==> src/rtl/core/tfa_pkg.sv <==
// types and constants of the temporal frame averager
// used by tfa_ctrl, tfa_dpath and temporal_frame_averager; no dependencies
`default_nettype none

package tfa_pkg;

  localparam int unsigned PIX_W      = 8;
  localparam int unsigned AVG_W      = 8;
  localparam int unsigned GRP_CFG_W  = 9;
  localparam int unsigned PIX_CFG_W  = 17;
  localparam int unsigned CFG_IDX_W  = 2;
  localparam int unsigned CFG_DATA_W = 17;

  localparam logic [CFG_IDX_W-1:0] REG_GROUP  = 2'd0;
  localparam logic [CFG_IDX_W-1:0] REG_PIXELS = 2'd1;

  localparam logic [AVG_W-1:0] AVG_MAX = 8'd255;

  typedef enum logic [1:0] {
    ST_IDLE,
    ST_UPD,
    ST_DIV,
    ST_PUT
  } tfa_state_e;

  typedef struct packed {
    logic accept;
    logic update;
    logic div_step;
    logic out_load;
  } tfa_cmd_t;

  typedef struct packed {
    logic last_frame;
    logic div_last;
  } tfa_stat_t;

endpackage

`default_nettype wire

==> src/rtl/core/tfa_ctrl.sv <==
// sequencer of the temporal frame averager: accept, update, divide, put
// depends on tfa_pkg; drives the datapath through tfa_cmd_t
`default_nettype none

module tfa_ctrl (
  input  wire               clk_i,
  input  wire               rst_ni,
  input  wire               in_valid_i,
  output logic              in_ready_o,
  output logic              out_valid_o,
  input  wire               out_ready_i,
  input  tfa_pkg::tfa_stat_t stat_i,
  output tfa_pkg::tfa_cmd_t  cmd_o
);

  tfa_pkg::tfa_state_e state_q, state_d;
  logic                out_valid_q, out_valid_d;

  always_ff @(posedge clk_i or negedge rst_ni) begin
    if (!rst_ni) begin
      state_q     <= tfa_pkg::ST_IDLE;
      out_valid_q <= 1'b0;
    end else begin
      state_q     <= state_d;
      out_valid_q <= out_valid_d;
    end
  end

  always_comb begin
    state_d    = state_q;
    cmd_o      = '0;
    in_ready_o = 1'b0;
    unique case (state_q)
      tfa_pkg::ST_IDLE: begin
        in_ready_o   = 1'b1;
        cmd_o.accept = in_valid_i;
        if (in_valid_i) begin
          state_d = tfa_pkg::ST_UPD;
        end
      end
      tfa_pkg::ST_UPD: begin
        cmd_o.update = 1'b1;
        state_d      = stat_i.last_frame ? tfa_pkg::ST_DIV : tfa_pkg::ST_IDLE;
      end
      tfa_pkg::ST_DIV: begin
        cmd_o.div_step = 1'b1;
        if (stat_i.div_last) begin
          state_d = tfa_pkg::ST_PUT;
        end
      end
      tfa_pkg::ST_PUT: begin
        // the output register may be refilled in the cycle its word is taken
        if (!out_valid_q || out_ready_i) begin
          cmd_o.out_load = 1'b1;
          state_d        = tfa_pkg::ST_IDLE;
        end
      end
      default: begin
        state_d = tfa_pkg::ST_IDLE;
      end
    endcase
  end

  always_comb begin
    if (cmd_o.out_load) begin
      out_valid_d = 1'b1;
    end else if (out_ready_i) begin
      out_valid_d = 1'b0;
    end else begin
      out_valid_d = out_valid_q;
    end
  end

  assign out_valid_o = out_valid_q;

endmodule

`default_nettype wire

==> config.mk <==
export PLATFORM = sky130hd
export DESIGN_NAME = tfa_ctrl
export DESIGN_NICKNAME = d
export VERILOG_FILES = /design/src/rtl/core/tfa_pkg.sv /design/src/rtl/core/tfa_ctrl.sv
export SDC_FILE = /design/constraint.sdc
export NUM_CORES = 1
export LEC_CHECK = 0
export ABC_AREA = 0
export BUFFER_PORTS_ARGS = -buffer_cell sky130_fd_sc_hd__buf_2
export CORE_AREA = 2 2 39 41
export CTS_CLUSTER_DIAMETER = 80
export DETAILED_ROUTE_END_ITERATION = 10
export DIE_AREA = 0 0 41 43
export PLACE_DENSITY = 0.42
export SLEW_MARGIN = 5
export SYNTH_ARGS = -nofsm -noshare
export SYNTH_HDL_FRONTEND = slang
export SYNTH_SLANG_ARGS = --single-unit
==> constraint.sdc <==
create_clock -name clk_i -period 1.1 [get_ports clk_i]
set_input_delay 0.055 -clock clk_i [delete_from_list [all_inputs] [get_ports clk_i]]
set_output_delay 0.055 -clock clk_i [all_outputs]
set_load 0.05 [all_outputs]
==> metrics.cfg <==
[critical_path]
cp-end-kind = output port
r2r_end = state_q[0]
cp.required_ps = 1040
crit_end = cmd_o[3]
r2r-start = state_q[0]
rrSetupSlack_ps = 170
crit_fanout = 7
start_kind = flip-flop
criticalPathCategory = flip-flop to output port
cp_data_arrival_time_ps = 1100
r2r_cells = 3
cp-startpoint = state_q[0]

[clock_network]
cts_buffers = 3
cts.path.max_buffers = 2
cts_setup_buffers = 0
clock_latency_ps = 240
cts_tree = done
clock_sinks = 3
htreeDepth = 1
clkTransAtPathRegs_ps = 40
root_buffer = clkbuf_4

[detailed_routing]
drt_first_pass_iters = 4
routed_wl_um = 502
detail-route-antenna-nets = 0
wl_per_cell_um = 10.04
routed_via_density = 3.680
drt_iter0_markers = 2
drc_errors = 0
num_vias = 184

[final_layout]
final.fill_count = 163
fin_nets = 41
final_cells = 50
register_area_um2 = 78.83
drive_above_1_share = 0.6765
multiInputGateArea_um2 = 97.59
n_antenna_cell = 0
stdcell_area_um2 = 334.1
area_growth_pct = 74.51

[place]
post-place-ws_ps = 80.81
dp_hpwl_um = 345.9
portBuffers = 11
dpl_cell_area_um2 = 261.5
gp_congestion = 0.6626
dp.cells = 45

[yosys]
netlist.area_leader.share = 0.3922
synth_area_um2 = 191.4
synthCells = 19
ys_seq_elements = 3
synthesis.nets = 25
synth_area_leader_cell = dfrtp_1
ys_types = 12
ys_top_cells_by_count = dfrtp_1, nor2b_1, buf_4, nand2_1, nand3b_1
syn_avg_cell_area_um2 = 10.08
ys_top_cells_by_area = dfrtp_1, nor2b_1, nor3b_4
yosys_warnings = 0
async_flop_share = 1.000
synth_edf_count = 0
seq_area_frac_synth = 0.3922
synth_ff_type = dfrtp_1

[floorplan]
ios = 12
die_h_um = 43
die_w_um = 41
start_util = 0.1383
row_count = 14
core_area_mm2 = 0.001384
dieArea_mm2 = 0.001763

[timing]
setup_violations = 2
relSlewSlack = 0.8360
drv_slew = 0
worst_slack_ps = -57.93
period_share = 1.053
grt_setup_unrepaired = true
max_freq_mhz = 863.6
fin_skew_ps = 2.022
tns_ps = -97.21
layout_min_cycle_time_ps = 1158
worst_pin_slew_ps = 247.8
hold_violations = 0

[global_route]
grt_pass1_vias = 181
grt_overflow = 0
grt_usage = 0.07143
grt_pass1_wl_um = 765
grt_start_max_net_pins = 8
antenna_found_initial = 0

[flow_run]
max_cap_violations = 0

[status]
violations = negative setup slack
status = finished, violations left

[min_path]
hold_class = input port to flip-flop

-- layout make-up --
type                            count  share of cell area
Clock buffer                        4             0.07865
Multi-Input combinational cell     13              0.2921
Sequential cell                     3              0.2360
Tap cell                           16             0.05993
Timing Repair Buffer               14              0.3333
-- cell families (layout without fill, tap and decap cells) --
family	after synthesis	in the layout	share of synthesized area
buffers and inverters	3	18	0.1372
AO/OA/AOI/OAI	2	2	0.05882
AND/OR/NAND/NOR	11	11	0.4118
flip-flops	3	3	0.3921
-- per-stage QoR --
stage / util / hold slack (ps)
floorplan: - / -240.6
global placement: 0.1890 / -142.4
detailed placement: 0.1890 / -144.6
CTS: 0.2369 / 85.68
global route: 0.2414 / 90.23
finish: 0.2414 / 93.52
-- worst min-delay path by stage --
stage / slack (ps) / to / from / cells after the start
finish: 90 / state_q[0] / stat_i[0] / 3
global route: 90 / state_q[0] / stat_i[0] / 3
floorplan: -240 / async pin / rst_ni / 0
global placement: -140 / state_q[0] / rst_ni / 1
detailed placement: -140 / async pin / rst_ni / 1
CTS: 90 / state_q[0] / stat_i[0] / 3
-- critical path: stages (launching register included) --
cell,delay [ps]
dfrtp_2,450
nor3b_4,230
buf_6,180
-- cells in the final DEF, fill, tap and decap left out, drive strengths merged --
| cell type | synthesis | layout |
|---|---|---|
| nand3b | 2 | 2 |
| buf | 3 | 13 |
| nor2 | 1 | 1 |
| nand4b | 1 | 1 |
| a21oi | 1 | 1 |
| nor2b | 3 | 3 |
| clkbuf | 0 | 4 |
| dlygate4sd3 | 0 | 1 |
| dfrtp | 3 | 3 |
| nor3b | 1 | 1 |
| nand2 | 2 | 2 |
| a31oi | 1 | 1 |
| nand2b | 1 | 1 |
-- routing by layer --
layer | vias to the layer above | GRT usage | part of all wire
met1 | 86 | 0.06796 | 0.33
met4 | 0 | 0.06000 | 0
li1 | 93 | - | -
met2 | 5 | 0.1000 | 0.61
met3 | 0 | 0.04712 | 0.062
met5 | - | 0 | 0
-- what timing repair did --
item	in CTS	in global routing
pin swaps	0	0
hold endpoints to repair	3	0
gates resized for setup	11	2
hold buffers	1	0
setup endpoints to repair	5	5
Power is left out: the tool's default activity adds up to more than one toggle a clock period on the data nets, which glitch-free logic cannot reach.
